## src/rtl/pgmp_pkg.sv

```systemverilog
package pgmp_pkg;

	// Default sizing
	localparam int unsigned MaxSideDefault  = 4096;
	localparam int unsigned ValueBitsDefault = 16;

	// ASCII codes the parser recognizes
	localparam logic [7:0] ChP       = 8'h50; // 'P'
	localparam logic [7:0] ChTwo     = 8'h32; // '2'
	localparam logic [7:0] ChHash    = 8'h23; // '#'
	localparam logic [7:0] ChZero    = 8'h30; // '0'
	localparam logic [7:0] ChNine    = 8'h39; // '9'
	localparam logic [7:0] ChNewline = 8'h0A; // '\n'
	localparam logic [7:0] ChTab     = 8'h09;
	localparam logic [7:0] ChVtab    = 8'h0B;
	localparam logic [7:0] ChFfeed   = 8'h0C;
	localparam logic [7:0] ChCr      = 8'h0D;
	localparam logic [7:0] ChSpace   = 8'h20;

	// Line position codes
	localparam logic [1:0] LposStart  = 2'd0;
	localparam logic [1:0] LposSecond = 2'd1;
	localparam logic [1:0] LposRest   = 2'd2;

	// One result word as it leaves the block
	typedef struct packed {
		logic [15:0] pixel_value;
		logic [11:0] column;
		logic [11:0] row;
		logic [12:0] image_width;
		logic [12:0] image_height;
		logic [15:0] max_grey;
		logic        error_flag;
	} pixel_t;

	// Result of one parser step
	typedef struct packed {
		logic   hit;
		pixel_t pix;
	} step_res_t;

endpackage

```

## src/rtl/pgm_ascii_stream_parser.sv

```systemverilog
// Streaming parser for ASCII P2 greymaps. Feed the file text one byte per word
// on the input channel, with file_start high on the first byte of each file to
// clear the parser. Comment lines starting with '#' are skipped anywhere; text
// before a line starting with "P2" is ignored; then come the size line and the
// maximum grey line, and every whitespace-terminated decimal value after that
// leaves as one output word with its column, row and the header fields. The
// error flag is sticky per file: it marks non-digit bytes, values that
// saturate, oversized sides and pixels below the last row. The block takes one
// byte every cycle and gives at most one word per byte; an accepted byte is
// held in the input register before its word is written to the output
// register. That rate is set by the parser state (phase, accumulator, column
// and row counters), which is updated once per byte between the input
// register and the output register. The input is stalled only while a pixel
// is ready and the output register is still held by a stalled word.
module pgm_ascii_stream_parser #(
	parameter int unsigned MAX_SIDE   = pgmp_pkg::MaxSideDefault,
	parameter int unsigned VALUE_BITS = pgmp_pkg::ValueBitsDefault
) (
	input  logic        clk,
	input  logic        arst_n,
	input  logic        in_valid,
	output logic        in_stall,
	input  logic [7:0]  byte_in,
	input  logic        file_start,
	output logic        out_valid,
	input  logic        out_stall,
	output logic [15:0] pixel_value,
	output logic [11:0] column,
	output logic [11:0] row,
	output logic [12:0] image_width_out,
	output logic [12:0] image_height_out,
	output logic [15:0] max_grey,
	output logic        error_flag
);

	// Input register
	logic       valid_s1;
	logic [7:0] byte_s1;
	logic       start_s1;

	// Output register
	logic             valid_s2;
	pgmp_pkg::pixel_t pix_s2;

	pgmp_pkg::step_res_t step;
	logic                advance;
	logic                in_take;

	pgmp_parser #(
		.MAX_SIDE   (MAX_SIDE),
		.VALUE_BITS (VALUE_BITS)
	) u_parser (
		.clk        (clk),
		.arst_n     (arst_n),
		.en         (advance),
		.byte_in    (byte_s1),
		.file_start (start_s1),
		.res        (step)
	);

	// Advance the held byte unless it yields a pixel and the output word is stuck
	assign advance  = valid_s1 && (!step.hit || !valid_s2 || !out_stall);
	assign in_stall = valid_s1 && !advance;
	assign in_take  = in_valid && !in_stall;

	always_ff @(posedge clk or negedge arst_n) begin
		if (!arst_n) begin
			valid_s1 <= 1'b0;
		end else if (in_take) begin
			valid_s1 <= 1'b1;
		end else if (advance) begin
			valid_s1 <= 1'b0;
		end
	end

	// Hold the payload while stalled
	always_ff @(posedge clk) begin
		if (in_take) begin
			byte_s1  <= byte_in;
			start_s1 <= file_start;
		end
	end

	always_ff @(posedge clk or negedge arst_n) begin
		if (!arst_n) begin
			valid_s2 <= 1'b0;
		end else if (advance && step.hit) begin
			valid_s2 <= 1'b1;
		end else if (!out_stall) begin
			valid_s2 <= 1'b0;
		end
	end

	always_ff @(posedge clk) begin
		if (advance && step.hit) begin
			pix_s2 <= step.pix;
		end
	end

	assign out_valid        = valid_s2;
	assign pixel_value      = pix_s2.pixel_value;
	assign column           = pix_s2.column;
	assign row              = pix_s2.row;
	assign image_width_out  = pix_s2.image_width;
	assign image_height_out = pix_s2.image_height;
	assign max_grey         = pix_s2.max_grey;
	assign error_flag       = pix_s2.error_flag;

	// A stall toward the input only ever comes from a byte held in stage one
	a_stall_needs_byte: assert property (@(posedge clk) disable iff (!arst_n)
		in_stall |-> valid_s1)
		else $error("input stalled with no byte held");

	// A pending pixel must wait while the output word is stuck
	a_pixel_waits: assert property (@(posedge clk) disable iff (!arst_n)
		valid_s1 && step.hit && valid_s2 && out_stall |-> !advance && in_stall)
		else $error("pixel advanced over a stalled output word");

	// A stuck output word keeps its value
	a_out_held: assert property (@(posedge clk) disable iff (!arst_n)
		valid_s2 && out_stall |=> valid_s2 && $stable(pix_s2))
		else $error("output word changed while stalled");

endmodule

```

## src/rtl/pgmp_parser.sv

```systemverilog
module pgmp_parser #(
	parameter int unsigned MAX_SIDE   = pgmp_pkg::MaxSideDefault,
	parameter int unsigned VALUE_BITS = pgmp_pkg::ValueBitsDefault
) (
	input  logic                clk,
	input  logic                arst_n,
	input  logic                en,
	input  logic [7:0]          byte_in,
	input  logic                file_start,
	output pgmp_pkg::step_res_t res
);

	localparam int unsigned SW = $clog2(MAX_SIDE + 1);
	localparam int unsigned CW = $clog2(MAX_SIDE);
	localparam int unsigned AW = VALUE_BITS + 4;
	localparam logic [AW-1:0] VMAX_X = AW'((64'd1 << VALUE_BITS) - 64'd1);
	localparam logic [SW-1:0] SIDE_MAX = SW'(MAX_SIDE);

	typedef enum logic [3:0] {
		PH_SEEK = 4'b0001,
		PH_DIMS = 4'b0010,
		PH_MAXV = 4'b0100,
		PH_PIX  = 4'b1000
	} phase_t;

	phase_t                phase_q, ph;
	logic [1:0]            lpos_q, lp, lp_n;
	logic                  fwp_q, fwp;
	logic                  cmt_q, cm;
	logic [VALUE_BITS-1:0] acc_q, acc;
	logic                  have_q, have;
	logic [SW-1:0]         width_q, w;
	logic [SW-1:0]         height_q, h;
	logic [VALUE_BITS-1:0] maxv_q, mv;
	logic [CW-1:0]         col_q, col;
	logic [SW-1:0]         row_q, row;
	logic                  err_q, err;

	logic                  nl, digit, ws, had;
	logic [AW-1:0]         acc_x;
	logic [VALUE_BITS-1:0] value;
	logic [SW-1:0]         clamped, rowv;
	logic [31:0]           val_w, col_w, row_w, w_w, h_w, mv_w;

	always_comb begin
		ph   = file_start ? PH_SEEK : phase_q;
		lp   = file_start ? pgmp_pkg::LposStart : lpos_q;
		fwp  = file_start ? 1'b0 : fwp_q;
		cm   = file_start ? 1'b0 : cmt_q;
		acc  = file_start ? '0 : acc_q;
		have = file_start ? 1'b0 : have_q;
		w    = file_start ? '0 : width_q;
		h    = file_start ? '0 : height_q;
		mv   = file_start ? '0 : maxv_q;
		col  = file_start ? '0 : col_q;
		row  = file_start ? '0 : row_q;
		err  = file_start ? 1'b0 : err_q;

		nl    = (byte_in == pgmp_pkg::ChNewline);
		digit = (byte_in >= pgmp_pkg::ChZero) && (byte_in <= pgmp_pkg::ChNine);
		ws    = (byte_in == pgmp_pkg::ChSpace) || (byte_in == pgmp_pkg::ChTab) ||
		        nl || (byte_in == pgmp_pkg::ChVtab) || (byte_in == pgmp_pkg::ChFfeed) ||
		        (byte_in == pgmp_pkg::ChCr);

		if (nl) begin
			lp_n = pgmp_pkg::LposStart;
		end else if (lp == pgmp_pkg::LposStart) begin
			lp_n = pgmp_pkg::LposSecond;
		end else begin
			lp_n = pgmp_pkg::LposRest;
		end

		acc_x   = (AW'(acc) << 3) + (AW'(acc) << 1) + AW'(byte_in - pgmp_pkg::ChZero);
		value   = acc;
		had     = have;
		clamped = '0;
		rowv    = '0;
		res     = '0;

		if (lp == pgmp_pkg::LposStart && byte_in == pgmp_pkg::ChHash) begin
			cm = 1'b1;
		end

		if (cm) begin
			// skip the rest of a comment or magic line
			if (nl) begin
				cm = 1'b0;
			end
		end else if (ph == PH_SEEK) begin
			if (lp == pgmp_pkg::LposStart) begin
				fwp = (byte_in == pgmp_pkg::ChP);
			end else if (lp == pgmp_pkg::LposSecond && fwp && byte_in == pgmp_pkg::ChTwo) begin
				ph = PH_DIMS;
				cm = 1'b1;
			end
		end else if (digit) begin
			if (acc_x > VMAX_X) begin
				acc = VMAX_X[VALUE_BITS-1:0];
				err = 1'b1;
			end else begin
				acc = acc_x[VALUE_BITS-1:0];
			end
			have = 1'b1;
		end else if (!ws) begin
			err = 1'b1;
		end else begin
			acc  = '0;
			have = 1'b0;
			if (33'(value) > 33'(MAX_SIDE)) begin
				clamped = SIDE_MAX;
			end else begin
				clamped = SW'(value);
			end
			unique case (ph)
				PH_DIMS: begin
					if (had && value != '0) begin
						if (w == '0) begin
							w = clamped;
							if (33'(value) > 33'(MAX_SIDE)) err = 1'b1;
						end else if (h == '0) begin
							h = clamped;
							if (33'(value) > 33'(MAX_SIDE)) err = 1'b1;
						end
					end
					if (nl && (w != '0 || h != '0)) begin
						ph = PH_MAXV;
					end
				end
				PH_MAXV: begin
					if (had && mv == '0) begin
						mv = value;
					end
					if (nl && mv != '0) begin
						ph = PH_PIX;
					end
				end
				PH_PIX: begin
					if (had) begin
						if (row < h) begin
							rowv = row;
						end else begin
							rowv = (h != '0) ? h - 1'b1 : '0;
							err  = 1'b1;
						end
						res.hit = 1'b1;
						// wrap the column at the width
						if (SW'(col) + 1'b1 >= w) begin
							col = '0;
							if (row < SIDE_MAX) begin
								row = row + 1'b1;
							end
						end else begin
							col = col + 1'b1;
						end
					end
				end
				default: begin
				end
			endcase
		end

		val_w = 32'(value);
		col_w = file_start ? 32'd0 : 32'(col_q);
		row_w = 32'(rowv);
		w_w   = 32'(w);
		h_w   = 32'(h);
		mv_w  = 32'(mv);
		res.pix.pixel_value  = val_w[15:0];
		res.pix.column       = col_w[11:0];
		res.pix.row          = row_w[11:0];
		res.pix.image_width  = w_w[12:0];
		res.pix.image_height = h_w[12:0];
		res.pix.max_grey     = mv_w[15:0];
		res.pix.error_flag   = err;
	end

	always_ff @(posedge clk or negedge arst_n) begin
		if (!arst_n) begin
			phase_q  <= PH_SEEK;
			lpos_q   <= pgmp_pkg::LposStart;
			fwp_q    <= 1'b0;
			cmt_q    <= 1'b0;
			acc_q    <= '0;
			have_q   <= 1'b0;
			width_q  <= '0;
			height_q <= '0;
			maxv_q   <= '0;
			col_q    <= '0;
			row_q    <= '0;
			err_q    <= 1'b0;
		end else if (en) begin
			phase_q  <= ph;
			lpos_q   <= lp_n;
			fwp_q    <= fwp;
			cmt_q    <= cm;
			acc_q    <= acc;
			have_q   <= have;
			width_q  <= w;
			height_q <= h;
			maxv_q   <= mv;
			col_q    <= col;
			row_q    <= row;
			err_q    <= err;
		end
	end

endmodule
```

## config.mk

```make
export PLATFORM = sky130hd
export DESIGN_NAME = pgm_ascii_stream_parser
export DESIGN_NICKNAME = d
export VERILOG_FILES = /design/src/rtl/pgmp_pkg.sv /design/src/rtl/pgm_ascii_stream_parser.sv /design/src/rtl/pgmp_parser.sv
export SDC_FILE = /design/constraint.sdc
export NUM_CORES = 1
export LEC_CHECK = 0
export BUFFER_PORTS_ARGS = -buffer_cell sky130_fd_sc_hd__buf_4
export CAP_MARGIN = 15
export CORE_ASPECT_RATIO = 1.25
export CORE_MARGIN = 10
export CORE_UTILIZATION = 45
export DETAILED_ROUTE_END_ITERATION = 6
export PLACE_DENSITY = 0.67
export SYNTH_ARGS = -nofsm -noshare
export SYNTH_HDL_FRONTEND = slang
export SYNTH_SLANG_ARGS = --single-unit
```

## constraint.sdc

```tcl
create_clock -name clk -period 6.41 [get_ports clk]
set_clock_uncertainty 0.2 [all_clocks]
set_input_delay 0.9615 -clock clk [delete_from_list [all_inputs] [get_ports clk]]
set_output_delay 0.9615 -clock clk [all_outputs]
set_load 0.02 [all_outputs]
```

==> impl_metrics.ini, run 1 <==
[status]
status = finished, final reports clean

[timing]
finalCritPeriodShare_pct = 80.6
finalHoldViolations = 0
layout_min_cycle_time_ns = 5.17
rsz0062_at_grt = no
tns_ns = 0
fmax_mhz = 193
final-setup-viol-count = 0
worst_pin_slew_ns = 1.13
maxSlewViolCount = 0
relSlewSlack_pct = 24.2
whs_ns = 0.286

[final_layout]
multiInputGateArea_sq_um = 5120
ff_latch_area_sq_um = 5140
final_common_cell = nand2_1
area_delta_synth_final_pct = 15.3
n_fill_cell = 2047
antenna_cells = 0
final_cell_mix = nand2_1, buf_4, dfrtp_1
finalNetCount = 1199
drive_above_1_share_pct = 14.8

[min_path]
min-delay-start = u_parser.cmt_q$_DFFE_PN0P_
hold_class = reg2reg

[floorplan]
ios = 98
dieHeight_um = 191
die_w_um = 157
rows = 62
initial_utilization_pct = 45.9
dieArea_sq_um = 30000
core_area_sq_um = 23000

[logic_synthesis]
synth_area_leaders = edfxtp_1, dfrtp_1, ha_1, nand2_1, a21oi_1
syn-cell-area_sq_um = 10600
synth-main-ff-cell = dfrtp_1
async_flop_share_pct = 50.8
syn_nets = 1109
synthCells = 1027
ys_seq_elements = 187
synth_cell_types = 83
syn_avg_cell_area_sq_um = 10.3
synth-edff-count = 92
ys_seq_area_share_pct = 48.7
yosys_warnings = 0
synth_top_cell_by_area = edfxtp_1
synth_top_area_share_pct = 26.2

[pwr]
leakage_uw = 0.00510
swShare_pct = 24.0
p_switching_uw = 598
peakVddDrop_mv = 0.178
p_clk_share_pct = 43.2
p_per_area_nw_per_um2 = 205
pwr-share-seq_pct = 50.9
combPwrFrac_pct = 5.9
intPower_uw = 1900

[clock_network]
cts_tree = built
cts_root_buf = clkbuf_16
cts.clk_slew.worst_paths_ns = 0.07
clk_latency_ns = 0.44
holdBufCountCts = 0
cts_buffers = 17
htree_levels = 4
cts.sinks = 187
post_cts_resized = 0
cts_setup_buffers = 0
clock_path_buffers = 2

[worst_setup_path]
start_kind = register
cp_max_fo = 46
criticalPathCategory = reg2reg
slowest_delay_ns = 0.61
slowest_stage = inv_2
r2r_start = start_s1$_DFFE_PP_
timing.critical_path.from = start_s1$_DFFE_PP_
crit_buf_inv = 2
crit_required_ns = 6.54
worstSetupEndpointType = register
cp.arrival_ns = 5.30
path_cells = inv_2 > nand2_1 > inv_1 > fa_1 > fa_1 > a211oi_1 > o211ai_1 > a211oi_1 > nor3_1 > nor4_2 > a21boi_1 > a221o_2
path_delay_family = compound AO/OA/AOI/OAI gates

[drt]
via_per_inst = 5.97
drt-total-wl_um = 30600
vias = 8464
wl_per_cell_um = 21.6
first_pass_iters = 5
antenna_left = 0
first_iter_violations = 761
drc = 0

[global_route]
overflow = 0
grt_pass1_wl_um = 47500
antenna_found_initial = 0
grt_max_degree = 54
grt_pass1_vias = 8358
grt_usage_pct = 20.5

[placed_design]
gp_congestion = 0.994
dp_hpwl_um = 22700
portBuffers = 97

[run]
cap_violations = 0
[worst paths after layout]
| check | cells after the start | slack (ns) | endpoint |
|---|---|---|---|
| min in group asynchronous | 1 | 0.33 | u_parser.fwp_q$_DFFE_PN0P_ |
| min reg2reg | 2 | 0.29 | u_parser.cmt_q$_DFFE_PN0P_ |
| max | 12 | 1.24 | u_parser.acc_q[8]$_DFFE_PN0P_ |
| min | 2 | 0.29 | u_parser.cmt_q$_DFFE_PN0P_ |
| max reg2reg | 12 | 1.24 | u_parser.acc_q[8]$_DFFE_PN0P_ |
| max in group asynchronous | 2 | 4.58 | u_parser.col_q[11]$_DFFE_PN0P_ |
[worst min-delay path, delay by kind of cell (launching register included)]
kind / cells / cell delay [ns]
DFF: 1 / 0.36
and+or+nand+nor: 2 / 0.10
[cells by family after synthesis]
family	Yosys count	synth area share, %
buffers and inverters	75	3.04
adder cells (fa/ha/maj)	69	9.24
flip-flops	187	48.7
AND/OR/NAND/NOR	393	18.8
AO/OA/AOI/OAI	254	16.1
XOR/XNOR	42	3.48
multiplexers	7	0.711
[registers in the layout, indices dropped and copies added, names as in the netlist, 13 cells and up]
name / cells
u_parser.row_q: 13
pixel_value: 16
u_parser.height_q: 13
u_parser.width_q: 13
image_height_out: 13
u_parser.acc_q: 16
image_width_out: 13
max_grey: 16
u_parser.maxv_q: 16
[cells in the mapped netlist (all sizes together) (3+ instances only)]
master,n
fa,15
nor4,12
a211oi,6
ha,54
a221o,12
mux2,4
xnor2,17
or3b,3
a21boi,3
edfxtp,92
clkbuf,30
a31oi,12
a22o,12
buf,7
and2,3
nor4b,3
or4,4
nand4,8
nand3,15
inv,38
nand2,140
o31ai,24
and4,4
or2,6
nor2,79
and3,12
nand2b,9
mux2i,3
o21a,8
a21oi,74
o21ai,48
a32o,4
o31a,3
a21o,12
xor2,25
or3,19
nor3,23
dfrtp,94
o211ai,8
nand3b,5
nor2b,38
o41ai,4
[power groups by stage]
stage,Sequential [uW],Combinational [uW],Clock (uW)
after floorplan,1290,99.9,0
after CTS,1270,147,1090
after global routing,1270,163,1140
after global placement,1290,145,0
final,1270,147,1080
after detailed placement,1290,147,0
[cell type report]
class	instances	area share (%)
flip-flops and latches	187	42.2
well taps	288	2.96
clock inverters	9	0.616
multi-input cells	765	42.0
clock buffers	23	4.37
repair buffers	108	6.66
inverters	38	1.18
[through the flow]
step	cell area, sq um	worst slack, ns	total power, uW	util (%)	std cells
final	12200	1.24	2490	52.9	1418
after detailed placement	11600	1.32	1440	50.2	1386
after global placement	11600	1.53	1440	50.2	1386
after global routing	12200	0.900	2570	52.9	1418
after floorplan	10600	1.78	1390	-	1027
after CTS	12200	1.32	2510	52.9	1418
[per-layer routing]
layer	routed length, um	part of all wire [%]	global-route usage (%)	vias to the layer above
met3	1780	5.8	3.51	74
met1	12200	40	24.5	4118
met5	0	0	0	-
met2	15300	50	34.8	348
li1	-	-	-	3924
met4	1390	4.6	10.5	0
(Power assumes the default switching activity.)
==> run 2: changes to the inputs <==
PLACE_DENSITY = 0.7   (was 0.67)
clock period = 4.5 ns   (was 6.41 ns; I/O delays follow)
==> impl_metrics.ini, run 2 (same netlist as run 1, synthesis figures left out) <==
[pwr]
peakVddDrop_mv = 0.238
intPower_uw = 2660
p_switching_uw = 905
p_clk_share_pct = 43.0
pwr-share-seq_pct = 50.6
leakage_uw = 0.00526
swShare_pct = 25.4
p_per_area_nw_per_um2 = 287
combPwrFrac_pct = 6.3
finalPower_uw = 3570

[clock_network]
holdBufCountCts = 0
cts_setup_buffers = 0
cts.clk_slew.worst_paths_ns = 0.08
cts_root_buf = clkbuf_16
clock_path_buffers = 2
cts_tree = built
htree_levels = 4
cts.sinks = 187
clk_latency_ns = 0.45
cts_buffers = 17
post_cts_resized = 0

[final_layout]
finalNetCount = 1231
drive_above_1_share_pct = 17.6
area_delta_synth_final_pct = 17.8
final_cell_mix = nand2_1, buf_4, dfrtp_1
antenna_cells = 0
design_area_sq_um = 12400
stdcell_count = 1450

[worst_setup_path]
crit_required_ns = 4.50
criticalPathCategory = reg2reg
cp_max_fo = 8
path_common_cell = ha_1
slowest_stage = edfxtp_1
rr_endpoint = error_flag$_DFFE_PP_
worstSetupEndpointType = register
path_cells = ha_1 > or3_1 > inv_1 > buf_4 > fa_1 > ha_1 > nand2_1 > o21ai_0 > nor3_1 > o21a_1 > o211ai_1 > nand3_1 > a31o_1
r2r_slack_ns = 0.15
crit_buf_inv = 2
cp.arrival_ns = 4.35
start_kind = register
reg2reg_depth = 13
r2r_start = byte_s1[5]$_DFFE_PP_
slowest_delay_ns = 0.45
path_delay_family = compound AO/OA/AOI/OAI gates

[floorplan]
die_w_um = 157
dieHeight_um = 191
dieArea_sq_um = 30000
initial_utilization_pct = 45.9
core_area_sq_um = 23000
rows = 62
ios = 98

[global_route]
grt_pass1_vias = 8577
grt_pass1_wl_um = 46100
grt_max_degree = 75
overflow = 0
antenna_found_initial = 0
grt_usage_pct = 19.6

[drt]
drc = 0
first_pass_iters = 5
vias = 8508
via_per_inst = 5.87
first_iter_violations = 677
antenna_left = 0
drt-total-wl_um = 29300
wl_per_cell_um = 20.2

[timing]
layout_min_cycle_time_ns = 4.35
maxSlewViolCount = 0
whs_ns = 0.177
finalCritPeriodShare_pct = 96.7
finalHoldViolations = 0
rsz0062_at_grt = no
relSlewSlack_pct = 24.1
fmax_mhz = 230
final-setup-viol-count = 0
tns_ns = 0
worst_pin_slew_ns = 1.13

[placed_design]
dpl.cell_count = 1418
portBuffers = 97
dp_hpwl_um = 21900
detailed_place.area_sq_um = 11800
gp_congestion = 0.950

[run]
cap_violations = 0

[status]
status = finished, final reports clean

[min_path]
hold_class = in2async
-- run 2: how the worst max path moves through the flow --
stage                                     from                             to  slack, ns  depth (start not counted)
final                     byte_s1[5]$_DFFE_PP_           error_flag$_DFFE_PP_       0.15                         13
after detailed placement  byte_s1[5]$_DFFE_PP_  u_parser.acc_q[8]$_DFFE_PN0P_       0.08                         13
after global routing        start_s1$_DFFE_PP_  u_parser.col_q[1]$_DFFE_PN0P_       0.02                         14
after CTS                 byte_s1[5]$_DFFE_PP_  u_parser.acc_q[8]$_DFFE_PN0P_       0.08                         13
after floorplan             start_s1$_DFFE_PP_  u_parser.col_q[1]$_DFFE_PN0P_     -0.005                         18
after global placement    byte_s1[5]$_DFFE_PP_  u_parser.acc_q[8]$_DFFE_PN0P_       0.18                         13
-- run 2: per-layer routing --
layer | up-vias | wire [um] | share of wire, % | GRT usage [%]
li1 | 4008 | - | - | -
met1 | 4112 | 12000 | 41 | 23.5
met2 | 301 | 14400 | 49 | 32.9
met3 | 87 | 1570 | 5.4 | 3.67
met4 | 0 | 1330 | 4.5 | 10.1
met5 | - | 0 | 0 | 0
-- run 2: area by class of cell --
class,count,area [sq um]
Clock buffer,17,425
Clock inverter,15,176
Fill cell,2050,10600
Inverter,38,144
Multi-Input combinational cell,765,5150
Sequential cell,187,5140
Tap cell,288,360
Timing Repair Buffer,140,1050
-- run 2: stage by stage --
| stage | setup WS (ns) | util [%] |
|---|---|---|
| 2_1_floorplan | -0.00518 | - |
| 3_3_place_gp | 0.175 | 51.3 |
| 3_5_place_dp | 0.0771 | 51.3 |
| 4_1_cts | 0.0788 | 53.9 |
| 5_1_grt | 0.0155 | 54.0 |
| 6_report | 0.149 | 54.0 |
-- run 2: power groups by stage --
stage	registers (uW)	clock network, uW	logic (uW)
floorplan	1840	0	143
global placement	1840	0	217
detailed placement	1840	0	222
CTS	1810	1560	222
global route	1810	1630	250
finish	1810	1530	225
==> run 3: changes to the inputs <==
BUFFER_PORTS_ARGS = -buffer_cell sky130_fd_sc_hd__clkbuf_2   (was -buffer_cell sky130_fd_sc_hd__buf_4)
GPL_TIMING_DRIVEN = 1   (was not set)
TNS_END_PERCENT = 1   (was not set)
==> impl_metrics.ini, run 3 (same netlist as run 1, synthesis figures left out) <==
[status]
status = finished, final reports clean

[floorplan]
core_area_sq_um = 23000
initial_utilization_pct = 45.9
ios = 98
dieArea_sq_um = 30000
dieHeight_um = 191
die_w_um = 157
rows = 62

[clock_network]
cts.sinks = 187
cts_root_buf = clkbuf_16
htree_levels = 4
cts.clk_slew.worst_paths_ns = 0.07
clock_path_buffers = 2
clk_latency_ns = 0.46
cts_buffers = 17
cts_tree = built

[worst_setup_path]
slowest_delay_ns = 0.49
worstSetupEndpointType = output port
cp_max_fo = 25
cp.arrival_ns = 3.45
slowest_stage = a211o_1
path_delay_family = simple AND/OR/NAND/NOR gates
path_common_cell = buf_4
crit_buf_inv = 3
path_cells = buf_4 > buf_4 > nor2b_1 > nand4b_1 > a211o_1 > or2_1 > nor3_2 > clkbuf_2
criticalPathCategory = reg2out
crit_required_ns = 3.62
start_kind = register

[drt]
drt-total-wl_um = 30000
via_per_inst = 5.90
drc = 0
vias = 8560
antenna_left = 0
wl_per_cell_um = 20.7
first_iter_violations = 681
first_pass_iters = 5

[final_layout]
stdcell_count = 1450
design_area_sq_um = 12200
final_common_cell = nand2_1
final_cell_mix = nand2_1, clkbuf_2, dfrtp_1
area_delta_synth_final_pct = 15.3
finalNetCount = 1231
drive_above_1_share_pct = 17.6
antenna_cells = 0

[placed_design]
detailed_place.area_sq_um = 11500
gp_congestion = 1.02
portBuffers = 97
dpl.cell_count = 1413
post-place-ws_ns = 0.0574
dp_hpwl_um = 22600

[timing]
maxSlewViolCount = 0
fmax_mhz = 231
worst_pin_slew_ns = 1.03
fin_ws_ns = 0.174
layout_min_cycle_time_ns = 4.33
relSlewSlack_pct = 31.1
finalHoldViolations = 0
rsz0062_at_grt = no
finalCritPeriodShare_pct = 96.1
final-setup-viol-count = 0
tns_ns = 0

[pwr]
p_per_area_nw_per_um2 = 290
peakVddDrop_mv = 0.267
leakage_uw = 0.00519

[global_route]
grt_max_degree = 75
antenna_found_initial = 0
grt_pass1_vias = 8429
grt_usage_pct = 20.0
grt_pass1_wl_um = 46700
overflow = 0

[min_path]
hold_class = in2async

[run]
cap_violations = 0
[run 3: stage by stage]
| step | utilization [%] | hold WS (ns) | total power [uW] |
|---|---|---|---|
| 2_1_floorplan | - | 0.179 | 1980 |
| 3_3_place_gp | 50.1 | 0.259 | 2060 |
| 3_5_place_dp | 50.1 | 0.266 | 2060 |
| 4_1_cts | 52.6 | 0.179 | 3560 |
| 5_1_grt | 52.8 | 0.192 | 3650 |
| 6_report | 52.8 | 0.166 | 3540 |
[run 3: report_power, final]
group          switching (uW)  leakage (uW)  internal [uW]
clock network             719      0.000283            782
logic                     155       0.00285           73.5
registers                14.4       0.00206           1790
[run 3: path summary, 6_finish.rpt]
kind                                            startpoint                              end  slack [ns]  cells after the start
max in group asynchronous                           arst_n       u_parser.err_q$_DFFE_PN0P_        3.02                      2
worst max register to register          start_s1$_DFFE_PP_    u_parser.row_q[1]$_DFFE_PN0P_        0.24                     15
worst max-delay path                    start_s1$_DFFE_PP_                         in_stall        0.17                      8
worst min-delay path                                arst_n  u_parser.phase_q[3]$_DFFE_PN0P_        0.17                      1
worst min register to register  u_parser.cmt_q$_DFFE_PN0P_       u_parser.cmt_q$_DFFE_PN0P_        0.28                      2
min in group clk                                byte_in[1]             byte_s1[1]$_DFFE_PP_        0.19                      1
[run 3: per-layer routing]
| layer | share of wire, % | track usage (%) | routed length (um) | vias up |
|---|---|---|---|---|
| met5 | 0 | 0 | 0 | - |
| met4 | 4.1 | 10.6 | 1240 | 0 |
| met3 | 6.4 | 3.58 | 1930 | 76 |
| met2 | 50 | 33.9 | 15000 | 344 |
| met1 | 40 | 23.8 | 11900 | 4136 |
| li1 | - | - | - | 4004 |
[run 3: layout make-up]
class	count	area, sq um
Clock inverter	15	150
Fill cell	2024	10900
Sequential cell	187	5140
Timing Repair Buffer	140	808
Inverter	38	144
Clock buffer	17	425
Tap cell	288	360
Multi-Input combinational cell	765	5150
[run 3: worst register-to-register path, cell delays in order, from the launching register on]
cell      delay [ns]
edfxtp_1        0.40
buf_4           0.25
nor2b_1         0.23
ha_1            0.29
and2_1          0.24
nand3_1         0.22
nor2_2          0.22
xor2_1          0.18
ha_1            0.25
o21a_1          0.19
o21a_1          0.16
o21ai_0         0.47
nor2_1          0.15
buf_4           0.23
and4b_1         0.20
a221o_1         0.26
[run 3: repair_timing]
| action | CTS | global route |
|---|---|---|
| hold buffers | 0 | 0 |
| resized for setup | 0 | 6 |
| hold endpoints to repair | 0 | 0 |
| endpoints found under the setup margin | 0 | 18 |
| setup buffers | 0 | 4 |
